### src/design/scfc_pkg.sv
// Package for the scope frame CRC-16 framer: shared types, frame constants and
// the CRC-16/MODBUS linear-map helpers that the lanes evaluate at elaboration.
// Used by the framer top, lane and merge files; it depends on nothing.
package scfc_pkg;

	localparam int unsigned NUM_LANES = 4;
	localparam int unsigned WORD_W = 16;
	localparam int unsigned BYTE_W = 8;
	localparam int unsigned FRAME_LEN = 10;
	localparam int unsigned FRAME_W = FRAME_LEN * BYTE_W;
	localparam int unsigned IDX_W = $clog2(FRAME_LEN);
	localparam logic [IDX_W-1:0] LAST_IDX = IDX_W'(FRAME_LEN - 1);

	localparam logic [WORD_W-1:0] CRC_INIT = 16'hFFFF;
	localparam logic [WORD_W-1:0] CRC_POLY = 16'hA001;

	typedef logic [WORD_W-1:0] word_t;
	typedef logic [WORD_W-1:0][WORD_W-1:0] crc_mat_t;
	typedef logic [NUM_LANES-1:0][WORD_W-1:0] lane_words_t;

	// One bit step of the reflected CRC register with no data input.
	function automatic word_t crc_bit_step(input word_t crc);
		word_t shifted;
		shifted = crc >> 1;
		return crc[0] ? (shifted ^ CRC_POLY) : shifted;
	endfunction

	// Runs the CRC register through a number of whole 16-bit words of zeros.
	// Only evaluated on constants at elaboration.
	function automatic word_t crc_shift_words(input word_t crc, input int unsigned words);
		word_t acc;
		acc = crc;
		for (int unsigned k = 0; k < words * WORD_W; k++) begin
			acc = crc_bit_step(acc);
		end
		return acc;
	endfunction

	// Column i of the matrix is the image of a single set bit i under the map.
	function automatic crc_mat_t crc_shift_matrix(input int unsigned words);
		crc_mat_t mat;
		for (int unsigned i = 0; i < WORD_W; i++) begin
			mat[i] = crc_shift_words(word_t'(1) << i, words);
		end
		return mat;
	endfunction

	// Applies a constant matrix to a word: an XOR of the selected columns.
	function automatic word_t crc_apply(input crc_mat_t mat, input word_t w);
		word_t acc;
		acc = '0;
		for (int unsigned i = 0; i < WORD_W; i++) begin
			if (w[i]) begin
				acc = acc ^ mat[i];
			end
		end
		return acc;
	endfunction

	// Contribution of the initial value after all four data words.
	localparam word_t CRC_SEED_TERM = crc_shift_words(CRC_INIT, NUM_LANES);

endpackage

### src/design/scfc_if.sv
// Channel interfaces of the scope frame CRC-16 framer: the four-channel
// record channel and the byte-wide frame channel, both valid/ready.
// Depends on nothing; widths are fixed by the frame format.
interface scfc_rec_if;
	logic valid;
	logic ready;
	logic [15:0] channel_0;
	logic [15:0] channel_1;
	logic [15:0] channel_2;
	logic [15:0] channel_3;

	modport source(output valid, output channel_0, output channel_1,
		output channel_2, output channel_3, input ready);
	modport sink(input valid, input channel_0, input channel_1,
		input channel_2, input channel_3, output ready);
endinterface

interface scfc_byte_if;
	logic valid;
	logic ready;
	logic [7:0] frame_byte;
	logic last_byte;

	modport source(output valid, output frame_byte, output last_byte, input ready);
	modport sink(input valid, input frame_byte, input last_byte, output ready);
endinterface

### src/design/scope_frame_crc16_framer.sv
// Scope frame CRC-16 framer: turns a record of four 16-bit channel values into
// a ten-byte frame closed by a CRC-16/MODBUS.
//
// Channels: samples (sink) takes one record per transaction with channel_0 to
// channel_3. frame (source) gives one byte per transaction: the channels in
// order, each low byte then high byte, then the CRC low byte and the CRC high
// byte, the last one marked by last_byte.
// Path: an accepted record is held by the lane registers and moves into the
// serializer register once it is free; the first byte of its frame then shows.
// Pacing: set by the byte-wide frame channel; the next record waits in the lane
// registers while a frame is sent, so a new record is taken while the previous
// frame still goes out.
// Four lanes each compute the CRC contribution of one channel word; the merge
// stage XORs them combinationally with a constant seed term.
// Reset clears the lane and serializer valid flags; no frame is shown.
// When the receiver stalls, the current byte holds, the lane registers hold
// one waiting record, and samples.ready drops once both are occupied.
module scope_frame_crc16_framer (
	input  logic        clk,
	input  logic        arst_n,
	scfc_rec_if.sink    samples,
	scfc_byte_if.source frame
);

	logic s1_valid_q;
	logic accept;
	logic free;
	logic load;
	scfc_pkg::lane_words_t words;
	scfc_pkg::lane_words_t words_s1;
	scfc_pkg::lane_words_t contribs_s1;

	assign words[0] = samples.channel_0;
	assign words[1] = samples.channel_1;
	assign words[2] = samples.channel_2;
	assign words[3] = samples.channel_3;

	assign load = s1_valid_q && free;
	assign samples.ready = !s1_valid_q || free;
	assign accept = samples.valid && samples.ready;

	// Lane stage occupancy.
	always_ff @(posedge clk or negedge arst_n) begin
		if (!arst_n) begin
			s1_valid_q <= 1'b0;
		end else if (accept) begin
			s1_valid_q <= 1'b1;
		end else if (load) begin
			s1_valid_q <= 1'b0;
		end
	end

	// Lane i pushes its word through its own place and the words that follow it in the frame.
	for (genvar i = 0; i < scfc_pkg::NUM_LANES; i++) begin : g_lane
		scfc_lane #(
			.SHIFT_WORDS(scfc_pkg::NUM_LANES - i)
		) u_lane (
			.clk(clk),
			.load(accept),
			.word(words[i]),
			.word_s1(words_s1[i]),
			.contrib_s1(contribs_s1[i])
		);
	end

	scfc_merge u_merge (
		.clk(clk),
		.arst_n(arst_n),
		.load(load),
		.words_s1(words_s1),
		.contribs_s1(contribs_s1),
		.free(free),
		.frame(frame)
	);

	// An accepted record always occupies the lane stage in the next cycle.
	assert property (@(posedge clk) disable iff (!arst_n)
		accept |=> s1_valid_q)
		else $error("accepted record not held in lane stage");

	// A frame that finishes with nothing waiting leaves the output idle.
	assert property (@(posedge clk) disable iff (!arst_n)
		frame.valid && frame.ready && frame.last_byte && !load |=> !frame.valid)
		else $error("frame output stays valid after last byte");

	// Loading the serializer always shows a first byte in the next cycle.
	assert property (@(posedge clk) disable iff (!arst_n)
		load |=> frame.valid && !frame.last_byte)
		else $error("loaded frame does not start with its first byte");

endmodule

### src/design/scfc_lane.sv
// One CRC lane of the scope frame CRC-16 framer: registers one channel word
// and its CRC contribution, pushed through its own word and those that follow it.
// Depends on scfc_pkg.
module scfc_lane #(
	parameter int unsigned SHIFT_WORDS = 1
) (
	input  logic                clk,
	input  logic                load,
	input  scfc_pkg::word_t     word,
	output scfc_pkg::word_t     word_s1,
	output scfc_pkg::word_t     contrib_s1
);

	localparam scfc_pkg::crc_mat_t LANE_MAT = scfc_pkg::crc_shift_matrix(SHIFT_WORDS);

	// The word and its contribution are captured together on each accepted transaction.
	always_ff @(posedge clk) begin
		if (load) begin
			word_s1 <= word;
			contrib_s1 <= scfc_pkg::crc_apply(LANE_MAT, word);
		end
	end

endmodule

### src/design/scfc_merge.sv
// Merging and serializing stage of the scope frame CRC-16 framer: combines the
// lane contributions into the CRC and sends the ten-byte frame one byte a cycle
// while the receiver is ready. Depends on scfc_pkg and scfc_if.
module scfc_merge (
	input  logic                    clk,
	input  logic                    arst_n,
	input  logic                    load,
	input  scfc_pkg::lane_words_t   words_s1,
	input  scfc_pkg::lane_words_t   contribs_s1,
	output logic                    free,
	scfc_byte_if.source             frame
);

	logic [scfc_pkg::FRAME_W-1:0] frame_q;
	logic [scfc_pkg::IDX_W-1:0] byte_idx_q;
	logic tx_valid_q;
	scfc_pkg::word_t crc;
	logic byte_done;
	logic frame_done;

	// The CRC is the seed term XORed with every lane contribution.
	always_comb begin
		crc = scfc_pkg::CRC_SEED_TERM;
		for (int unsigned i = 0; i < scfc_pkg::NUM_LANES; i++) begin
			crc = crc ^ contribs_s1[i];
		end
	end

	assign byte_done = tx_valid_q && frame.ready;
	assign frame_done = byte_done && (byte_idx_q == scfc_pkg::LAST_IDX);
	assign free = !tx_valid_q || frame_done;

	// Control: a frame is in flight until its last byte transaction completes.
	always_ff @(posedge clk or negedge arst_n) begin
		if (!arst_n) begin
			tx_valid_q <= 1'b0;
			byte_idx_q <= '0;
		end else if (load) begin
			tx_valid_q <= 1'b1;
			byte_idx_q <= '0;
		end else if (frame_done) begin
			tx_valid_q <= 1'b0;
			byte_idx_q <= '0;
		end else if (byte_done) begin
			byte_idx_q <= byte_idx_q + 1'b1;
		end
	end

	// Frame shift register, channel 0 low byte in the bottom byte.
	always_ff @(posedge clk) begin
		if (load) begin
			frame_q <= {crc, words_s1[3], words_s1[2], words_s1[1], words_s1[0]};
		end else if (byte_done) begin
			frame_q <= frame_q >> scfc_pkg::BYTE_W;
		end
	end

	assign frame.valid = tx_valid_q;
	assign frame.frame_byte = frame_q[scfc_pkg::BYTE_W-1:0];
	assign frame.last_byte = (byte_idx_q == scfc_pkg::LAST_IDX);

endmodule
### src/flat_wrapper.sv
// flat-port wrapper written by rule: the top's interface ports become plain ports
module scope_frame_crc16_framer_flat 
  (clk, arst_n, samples_valid, samples_channel_0, samples_channel_1, samples_channel_2, samples_channel_3, samples_ready, frame_valid, frame_frame_byte, frame_last_byte, frame_ready);
  scfc_rec_if samples_i ();
  scfc_byte_if frame_i ();
  input  logic clk;
  input  logic arst_n;
  input wire logic [$bits(samples_i.valid)-1:0] samples_valid;
  input wire logic [$bits(samples_i.channel_0)-1:0] samples_channel_0;
  input wire logic [$bits(samples_i.channel_1)-1:0] samples_channel_1;
  input wire logic [$bits(samples_i.channel_2)-1:0] samples_channel_2;
  input wire logic [$bits(samples_i.channel_3)-1:0] samples_channel_3;
  output wire logic [$bits(samples_i.ready)-1:0] samples_ready;
  output wire logic [$bits(frame_i.valid)-1:0] frame_valid;
  output wire logic [$bits(frame_i.frame_byte)-1:0] frame_frame_byte;
  output wire logic [$bits(frame_i.last_byte)-1:0] frame_last_byte;
  input wire logic [$bits(frame_i.ready)-1:0] frame_ready;
  assign samples_i.valid = samples_valid;
  assign samples_i.channel_0 = samples_channel_0;
  assign samples_i.channel_1 = samples_channel_1;
  assign samples_i.channel_2 = samples_channel_2;
  assign samples_i.channel_3 = samples_channel_3;
  assign samples_ready = samples_i.ready;
  assign frame_valid = frame_i.valid;
  assign frame_frame_byte = frame_i.frame_byte;
  assign frame_last_byte = frame_i.last_byte;
  assign frame_i.ready = frame_ready;
  scope_frame_crc16_framer u_core (.clk(clk), .arst_n(arst_n), .samples(samples_i), .frame(frame_i));
endmodule
### config.mk
export PLATFORM = sky130hd
export DESIGN_NAME = scope_frame_crc16_framer_flat
export DESIGN_NICKNAME = d
export VERILOG_FILES = /design/src/design/scfc_pkg.sv /design/src/design/scfc_if.sv /design/src/design/scope_frame_crc16_framer.sv /design/src/design/scfc_lane.sv /design/src/design/scfc_merge.sv /design/src/flat_wrapper.sv
export SDC_FILE = /design/constraint.sdc
export NUM_CORES = 1
export LEC_CHECK = 0
export ABC_AREA = 1
export BUFFER_PORTS_ARGS = -buffer_cell sky130_fd_sc_hd__buf_2
export CAP_MARGIN = 20
export CORE_MARGIN = 1
export CORE_UTILIZATION = 34
export CTS_BUF_LIST = sky130_fd_sc_hd__clkbuf_16
export DETAILED_ROUTE_END_ITERATION = 10
export PLACE_DENSITY = 0.5
export SYNTH_ARGS = -nofsm -noshare
export SYNTH_HDL_FRONTEND = slang
export SYNTH_SLANG_ARGS = --single-unit
### constraint.sdc
create_clock -name clk -period 4.5 [get_ports clk]
set_input_delay 0.9 -clock clk [delete_from_list [all_inputs] [get_ports clk]]
set_output_delay 0.9 -clock clk [all_outputs]
set_load 0.05 [all_outputs]
==> impl_metrics.yaml, run 1 <==
logic_synthesis:
  synthDistinctLibCells: 24
  synth_nets: 1069
  ys_seq_area_share_pct: 61.4
  synth_ff_type: "edfxtp_1"
  ys_ff_latch: 214
  syn_area_per_cell_um2: 10.4
  synth_area_um2: 10400
  async_flop_share_pct: 2.80
  synthCells: 999
  yosys_warnings: 0
  synth_edf_count: 208
layout:
  area_growth_pct: 14.7
  final_common_cell: "nand2_1"
  antenna_cells: 0
  drive_above_1_share_pct: 12.2
  final_cell_mix: "nand2_1, edfxtp_1, xnor2_1, buf_2, xor2_1"
  fin_util_pct: 40.0
  nets: 1134
power_and_ir_drop:
  power.leakage_nw: 5.04
  peakVddDrop_mv: 0.249
  p_per_area_nw_per_um2: 500
  power.total_mw: 5.97
placement:
  post-place-ws_ns: 1.54
  hpwl_um: 16100
  gp_congestion: 0.783
  port_buffers: 78
sta:
  rsz0062_at_grt: "no"
  worst_slew_pin_slew_ns: 0.916
  hold_viol_final: 0
  final.setup.worst_slack_ns: 1.81
  final.min_clock_period_ns: 2.69
  drv_slew: 0
  clock_skew_ns: 0.00642
  slew_headroom_pct: 38.9
  fmax_mhz: 371
  fin_crit_sh_pct: 59.8
  setup-tns-final_ns: 0
  setup_viol: 0
global_route:
  antenna_found_initial: 1
  grt_pass1_vias: 6141
  grt_pass1_wl_um: 35300
  grt.total_usage_pct: 14.9
  grt-ovfl-total: 0
  grt_start_max_net_pins: 90
cts:
  cts_buffers: 23
  clk_path_buf_depth: 3
  cts_tree: "built"
  cts.sinks: 214
  root_buffer: "clkbuf_16"
  htree_levels: 1
  clock_latency_ns: 0.51
  cts_resized: 0
  path_clk_slew_ns: 0.06
  cts_setup_buffers: 0
  ctsHoldBuffers: 0
worst_setup_path:
  r2r_cells: 8
  path_cells: "inv_1 -> ha_1 -> nand3_1 -> nor2_1 -> inv_2 -> nand3_1 -> buf_2"
  critPathTopFamily: "buffers and inverters"
  cp_data_required_time_ns: 3.60
  crit_top_cell: "nand3_1"
  slowest_delay_ns: 0.39
  crit_type: "reg2out"
  arrival_ns: 1.79
  cp_num_buf_inv: 3
  cp_max_fo: 3
  crit_slowest_cell: "dfrtp_1"
  cp-start-kind: "flop"
  r2r_setup_slack_ns: 1.98
  end_kind: "output pin"
  rr_startpoint: "u_core.u_merge.byte_idx_q[0]$_DFFE_PN0P_"
  regToRegEndpoint: "u_core.g_lane[3].u_lane.word_s1[9]$_DFFE_PP_"
die:
  row_count: 63
  die_w_um: 177
  start_util_pct: 34.8
  io_pins: 79
  die_y_um: 177
  core-area_um2: 29900
  dieArea_um2: 31300
routing:
  totalWireLength_um: 22700
  routed_via_density: 4.39
  drc: 0
  dr.first_iter.drc_count: 348
  wl_per_cell_um: 15.4
  first_pass_iters: 5
  antenna_left: 0
  vias: 6458
run_status:
  status: "complete, no violations"
worst_hold_path:
  hp-class: "in2async"
run:
  cap_viol_max_count: 0
## area by class of cell
type                       instances  area (µm²)
clock buffer                      23         576
fill                            2917       17900
multi-input combinational        674        3520
timing repair buffer              84         473
tap                              390         488
clock inverter                    18         236
sequential                       214        6400
inverter                          67         255
## Yosys cell counts (5+ instances only)
cell      count  area [µm²]
nand2_1     417        1570
edfxtp_1    208        6250
xnor2_1      98         858
xor2_1       72         631
inv_1        65         244
nand3_1      34         170
buf_2        21         105
nor2_1       20        75.1
buf_4        16         120
o21ai_0      10        50.1
or2_2         7        43.8
dfrtp_1       6         150
a21oi_1       5        25.0
## cell families after synthesis
group           after synthesis  synth area share [%]
compound gates               17                 0.829
xor+xnor                    170                  14.3
buf+inv                     111                  4.87
simple gates                484                  18.2
mux                           1                 0.108
fa+ha+maj                     2                 0.240
flops                       214                  61.4
## where the power goes
part,internal [mW],switching (mW),total [mW]
clock network,1.27,0.777,2.05
registers,2.66,0.142,2.80
logic,0.394,0.726,1.12
## routing by layer
layer  global-route usage, %  up-vias  share of wire (%)
li1                        -     3320                  -
met1                    20.4     3002                 48
met2                    25.0      103                 47
met3                    2.17       31                3.1
met4                    3.02        2                1.7
met5                       0        -              0.057
## state kept, by name (all words and copies together), names as in the netlist
signal                           count
u_core.s1_valid_q                    1
u_core.g_lane.u_lane.word_s1        64
u_core.u_merge.frame.valid           1
u_core.u_merge.frame_q              80
u_core.g_lane.u_lane.contrib_s1     64
u_core.u_merge.byte_idx_q            4
## how the worst max path moves through the flow
stage / to / depth (start not counted) / slack [ns] / from
after floorplan: u_core.g_lane[0].u_lane.contrib_s1[0]$_DFFE_PP_ / 6 / 0.38 / frame_ready
final: samples_ready / 7 / 1.81 / u_core.u_merge.byte_idx_q[1]$_DFFE_PN0P_
after global placement: u_core.g_lane[0].u_lane.contrib_s1[4]$_DFFE_PP_ / 8 / 1.57 / frame_ready
after global routing: samples_ready / 7 / 1.62 / u_core.u_merge.byte_idx_q[1]$_DFFE_PN0P_
after detailed placement: u_core.g_lane[0].u_lane.contrib_s1[4]$_DFFE_PP_ / 8 / 1.54 / frame_ready
after CTS: samples_ready / 7 / 1.77 / u_core.u_merge.byte_idx_q[1]$_DFFE_PN0P_
## worst register-to-register path: stages, from the launching register on
cell and delay [ns]:
dfrtp_1 0.41, ha_1 0.21, nand3_1 0.11, nor2_1 0.06
inv_2 0.06, nand3_1 0.11, nand2_1 0.15, clkinvlp_4 0.62
buf_12 0.50
## stage by stage
stage	std cells	instance area [µm²]	hold slack, ns
4_1_cts	1470	11900	0.199
3_5_place_dp	1429	11100	0.495
3_3_place_gp	1429	11100	0.492
6_report	1470	11900	0.214
2_1_floorplan	999	10400	0.487
5_1_grt	1470	11900	0.214
Note: power is estimated with default switching activity, not from simulation.
==> inputs of run 2 (changes only) <==
PLACE_DENSITY = 0.48   (was 0.5)
clock period = 2.8 ns   (was 4.5 ns; I/O delays follow)
==> impl_metrics.yaml, run 2 (same netlist as run 1, synthesis figures left out) <==
cts:
  clk_path_buf_depth: 3
  cts_setup_buffers: 0
  root_buffer: "clkbuf_16"
  cts.sinks: 214
  htree_levels: 1
  cts_buffers: 24
  clock_latency_ns: 0.51
  cts_tree: "built"
  path_clk_slew_ns: 0.06
sta:
  rsz0062_at_grt: "no"
  final.min_clock_period_ns: 2.34
  final.setup.worst_slack_ns: 0.460
  drv_slew: 0
  setup_viol: 0
  fmax_mhz: 427
  setup-tns-final_ns: 0
  fin_crit_sh_pct: 83.6
  clock_skew_ns: 0.00942
  slew_headroom_pct: 63.5
  hold_viol_final: 0
  worst_slew_pin_slew_ns: 0.543
routing:
  wl_per_cell_um: 15.8
  first_pass_iters: 7
  totalWireLength_um: 23300
  antenna_left: 0
  dr.first_iter.drc_count: 355
  drc: 0
  routed_via_density: 4.37
  vias: 6459
worst_setup_path:
  rr_startpoint: "u_core.u_merge.byte_idx_q[0]$_DFFE_PN0P_"
  cp_max_fo: 3
  end_kind: "output pin"
  r2r_setup_slack_ns: 0.80
  arrival_ns: 1.78
  r2r_cells: 8
  crit_type: "reg2out"
  regToRegEndpoint: "u_core.g_lane[0].u_lane.word_s1[4]$_DFFE_PP_"
  cp_data_required_time_ns: 2.24
  cp-start-kind: "flop"
power_and_ir_drop:
  power.leakage_nw: 5.06
  peakVddDrop_mv: 0.369
  p_per_area_nw_per_um2: 771
  power.total_mw: 9.21
worst_hold_path:
  min_path_cells: 1
  min_to: "u_core.g_lane[3].u_lane.word_s1[2]$_DFFE_PP_"
  hp-class: "in2reg"
  hp-start: "samples_channel_3[2]"
layout:
  fillerInstances: 2962
  largest_register_ffs: 80
  area_growth_pct: 14.8
  drive_above_1_share_pct: 12.8
  multiInputGateArea_um2: 3540
  reg_top3: "u_core.u_merge.frame_q x80, u_core.g_lane.u_lane.contrib_s1 x64, u_core.g_lane.u_lane.word_s1 x64"
  final_cell_mix: "nand2_1, edfxtp_1, xnor2_1, buf_2, xor2_1"
  final_common_cell: "nand2_1"
  antenna_cells: 0
  regMostFlops: "u_core.u_merge.frame_q"
  nets: 1141
  seq_area_um2: 6400
run_status:
  status: "complete, no violations"
placement:
  port_buffers: 78
  post-place-ws_ns: 0.667
  gp_congestion: 0.777
  hpwl_um: 17000
die:
  row_count: 63
  start_util_pct: 34.8
  core-area_um2: 29900
  dieArea_um2: 31300
  die_y_um: 177
  io_pins: 79
  die_w_um: 177
global_route:
  grt_pass1_wl_um: 36200
  antenna_found_initial: 0
  grt-ovfl-total: 0
  grt_start_max_net_pins: 70
  grt_pass1_vias: 6271
  grt.total_usage_pct: 15.4
run:
  cap_viol_max_count: 0
-- run 2: cell count changes in the layout (fill, tap and decap cells not counted), moves of 2 or more --
cell,delta
inv_1,+3
bufinv_16,-6
clkinv_2,+3
clkbuf_16,+2
buf_12,+4
nand3_1,-2
-- run 2: layout make-up --
| class | count | area share (%) |
|---|---|---|
| Clock buffer | 25 | 5.23 |
| Clock inverter | 17 | 0.618 |
| Inverter | 67 | 2.14 |
| Multi-Input combinational cell | 674 | 29.6 |
| Sequential cell | 214 | 53.5 |
| Tap cell | 390 | 4.08 |
| Timing Repair Buffer | 90 | 4.77 |
-- run 2: what timing repair did --
item | CTS | global route
hold buffers | 1 | 0
gates resized for setup | 0 | 0
hold endpoints to repair | 6 | 0
-- run 2: worst max-delay path by stage --
stage                                             startpoint                                      endpoint  slack (ns)
floorplan             u_core.u_merge.frame.valid$_DFFE_PN0P_      u_core.u_merge.byte_idx_q[3]$_DFFE_PN0P_       -0.64
global placement                                 frame_ready  u_core.g_lane[0].u_lane.word_s1[3]$_DFFE_PP_        0.68
detailed placement                               frame_ready  u_core.g_lane[0].u_lane.word_s1[4]$_DFFE_PP_        0.67
CTS                 u_core.u_merge.byte_idx_q[1]$_DFFE_PN0P_                                 samples_ready        0.43
global route        u_core.u_merge.byte_idx_q[1]$_DFFE_PN0P_                                 samples_ready        0.30
finish              u_core.u_merge.byte_idx_q[1]$_DFFE_PN0P_                                 samples_ready        0.46
-- run 2: report_power, final --
| group | internal [mW] | switching (mW) |
|---|---|---|
| Clock | 1.60 | 1.23 |
| Combinational | 0.681 | 1.18 |
| Sequential | 4.28 | 0.237 |
-- run 2: metrics by stage --
| step | instance area [µm²] | util, % | instances | hold slack [ns] |
|---|---|---|---|---|
| 2_1_floorplan | 10400 | - | 999 | 0.264 |
| 6_report | 12000 | 40.0 | 1477 | 0.256 |
| 3_3_place_gp | 11200 | 37.6 | 1434 | 0.395 |
| 4_1_cts | 12000 | 40.0 | 1477 | 0.231 |
| 5_1_grt | 12000 | 40.0 | 1477 | 0.237 |
| 3_5_place_dp | 11200 | 37.6 | 1434 | 0.396 |
-- run 2: per-layer routing --
metal  vias to the layer above  share of wire (%)  global-route usage [%]
met5                         -                  0                       0
met4                         0                2.1                    3.95
li1                       3335                  -                       -
met3                        34                3.8                    2.32
met1                      2977                 46                    20.6
met2                       113                 48                    25.9
-- run 2: worst max-delay path, cell delays in order (launching register included) --
cell	delay (ns)
dfrtp_1	0.39
inv_1	0.08
ha_1	0.16
nand3_2	0.09
nor2_1	0.14
inv_2	0.08
nand3_4	0.08
buf_2	0.27
==> inputs of run 3 (changes only) <==
ABC_AREA = 0   (was 1)
PLACE_DENSITY = 0.5   (was 0.48)
clock period = 2.05 ns   (was 2.8 ns; I/O delays follow)
==> impl_metrics.yaml, run 3 <==
die:
  row_count: 60
  die_w_um: 167
  die_y_um: 167
  io_pins: 79
  core-area_um2: 26800
  dieArea_um2: 27900
  start_util_pct: 34.5
logic_synthesis:
  async_flop_share_pct: 2.80
  ys_seq_area_share_pct: 69.1
  synth_edf_count: 208
  synth_compound_area_share_pct: 1.19
  netlist.area_leader.share_pct: 67.5
  yosys.area_share.simple_pct: 9.37
  synth.most_common_cell: "edfxtp_1"
  synth_area_um2: 9260
  synth_nets: 727
  synth_top_area_cell: "edfxtp_1"
  synthDistinctLibCells: 30
  synth_top_family_by_area: "XOR/XNOR gates"
  synth_area_leaders: "edfxtp_1, xnor2_1, nand2_1"
  yosys-mux-area-fraction_pct: 0.243
  synthCells: 657
  synth_commonest_cells: "edfxtp_1, nand2_1, xnor2_1, xor2_1, clkbuf_1"
  synth_ff_type: "edfxtp_1"
  ys_ff_latch: 214
  synthXorXnorAreaFrac_pct: 18.3
  yosys_warnings: 0
  synthAdderAreaFrac_pct: 0.270
  syn_area_per_cell_um2: 14.1
cts:
  path_clk_slew_ns: 0.06
  cts.sinks: 214
  clk_path_buf_depth: 3
  cts_buffers: 24
  htree_levels: 1
  clock_latency_ns: 0.52
  root_buffer: "clkbuf_16"
  cts_tree: "built"
routing:
  totalWireLength_um: 20100
  first_pass_iters: 4
  dr.first_iter.drc_count: 354
  antenna_left: 0
  routed_via_density: 4.46
  vias: 4984
  drc: 0
  wl_per_cell_um: 18.0
sta:
  setup_viol: 0
  fin_crit_sh_pct: 98.7
  fmax_mhz: 494
  slew_headroom_pct: 66.5
  final.min_clock_period_ns: 2.02
  clock_skew_ns: 0.0215
  worst_slew_pin_slew_ns: 0.500
  final.setup.worst_slack_ns: 0.0262
  hold_viol_final: 0
  rsz0062_at_grt: "yes"
  drv_slew: 0
worst_hold_path:
  hp-start: "samples_channel_3[1]"
  min_to: "u_core.g_lane[3].u_lane.word_s1[1]$_DFFE_PP_"
  min_path_cells: 1
  hp-class: "in2reg"
layout:
  final_common_cell: "edfxtp_1"
  reg_top3: "u_core.u_merge.frame_q x80, u_core.g_lane.u_lane.contrib_s1 x64, u_core.g_lane.u_lane.word_s1 x64"
  nets: 832
  regMostFlops: "u_core.u_merge.frame_q"
  antenna_cells: 0
  drive_above_1_share_pct: 19.4
  area_growth_pct: 19.4
  final_cell_mix: "edfxtp_1, nand2_1, xnor2_1, buf_2, xor2_1"
  largest_register_ffs: 80
worst_setup_path:
  arrival_ns: 1.61
  end_kind: "output pin"
  crit_type: "reg2out"
  r2r_setup_slack_ns: 0.13
  cp_max_fo: 3
  r2r_cells: 8
  rr_startpoint: "u_core.u_merge.byte_idx_q[1]$_DFFE_PN0P_"
  cp_data_required_time_ns: 1.64
  cp-start-kind: "flop"
  regToRegEndpoint: "u_core.u_merge.frame_q[8]$_DFFE_PP_"
power_and_ir_drop:
  power.leakage_nw: 4.24
  peakVddDrop_mv: 0.528
  internal_power_mw: 8.79
  power_frac_seq_pct: 47.8
  netSwitchingFraction_pct: 25.8
  p_clk_share_pct: 34.3
  combPwrFrac_pct: 18.0
  power.total_mw: 11.9
  p_per_area_nw_per_um2: 1070
  switchingPower_mw: 3.07
placement:
  port_buffers: 78
  post-place-ws_ns: 0.000804
  hpwl_um: 14000
  gp_congestion: 0.801
global_route:
  grt_start_max_net_pins: 65
  grt.busiest_layer: "met2"
  gr-usage-met1_pct: 20.5
  grt-ovfl-total: 0
  grt_use_met2_pct: 24.2
  grt_pass1_vias: 5311
  grt.total_usage_pct: 14.7
  grt_pass1_wl_um: 31200
  grt_use_met3_pct: 2.00
  antenna_found_initial: 0
run_status:
  status: "complete, no violations"
run:
  cap_viol_max_count: 0
==> run 3: timing repair <==
item / 4_1_cts / 5_1_grt
hold endpoints to repair: 6 / 0
hold buffers: 1 / 0
resized for setup: 8 / 1
buffers inserted: 4 / 3
setup endpoints to repair: 2 / 2
==> run 3: how the worst max path moves through the flow <==
stage | startpoint | end | slack (ns) | cells past startpoint
final | u_core.u_merge.byte_idx_q[1]$_DFFE_PN0P_ | samples_ready | 0.03 | 6
after detailed placement | samples_channel_3[5] | u_core.g_lane[3].u_lane.contrib_s1[15]$_DFFE_PP_ | 0.0008 | 5
after global placement | samples_channel_3[5] | u_core.g_lane[3].u_lane.contrib_s1[15]$_DFFE_PP_ | 0.04 | 5
after global routing | u_core.u_merge.byte_idx_q[1]$_DFFE_PN0P_ | samples_ready | -0.04 | 6
after floorplan | u_core.u_merge.byte_idx_q[1]$_DFFE_PN0P_ | u_core.g_lane[0].u_lane.contrib_s1[0]$_DFFE_PP_ | -0.36 | 5
after CTS | u_core.u_merge.byte_idx_q[1]$_DFFE_PN0P_ | samples_ready | 0.007 | 6
==> run 3: cell type report <==
class	instances	area, µm²
timing repair buffer	106	723
clock buffer	24	601
clock inverter	17	139
multi-input combinational	415	2760
fill	2492	15800
tap	341	427
sequential	214	6400
inverter	1	3.75
==> run 3: layer usage <==
layer | vias up | wire [µm]
li1 | 2427 | -
met3 | 25 | 727
met5 | - | 0
met2 | 86 | 9700
met4 | 0 | 303
met1 | 2446 | 9380
==> run 3: power by group through the flow <==
stage | registers [mW] | clock network, mW | logic (mW)
final | 5.66 | 4.06 | 2.13
after global routing | 5.70 | 4.32 | 2.35
after CTS | 5.66 | 4.16 | 2.14
after detailed placement | 5.75 | 0 | 2.03
after global placement | 5.75 | 0 | 1.99
after floorplan | 5.68 | 0 | 1.42
==> run 3: kinds of logic after synthesis <==
kind of cell | Yosys count
compound gates | 17
xor+xnor | 171
fa+ha+maj | 2
buf+inv | 28
flops | 214
mux | 2
simple gates | 223
==> run 3: through the flow <==
step	area [µm²]	cells	util [%]	hold WS, ns	setup TNS (ns)
finish	11000	1118	41.2	0.0931	0
global route	11000	1118	41.2	0.0887	-0.0447
CTS	11000	1115	41.1	0.0754	0
detailed placement	10200	1069	38.1	0.252	0
global placement	10200	1069	38.1	0.234	0
floorplan	9280	657	-	0.114	-45.63
==> run 3: worst max-delay path, cell delays in order, from the launching register on <==
cell and delay, ns:
dfrtp_1 0.39, inv_2 0.08, ha_4 0.13, nand4b_1 0.13, buf_6 0.16, nand3_4 0.06
buf_8 0.15
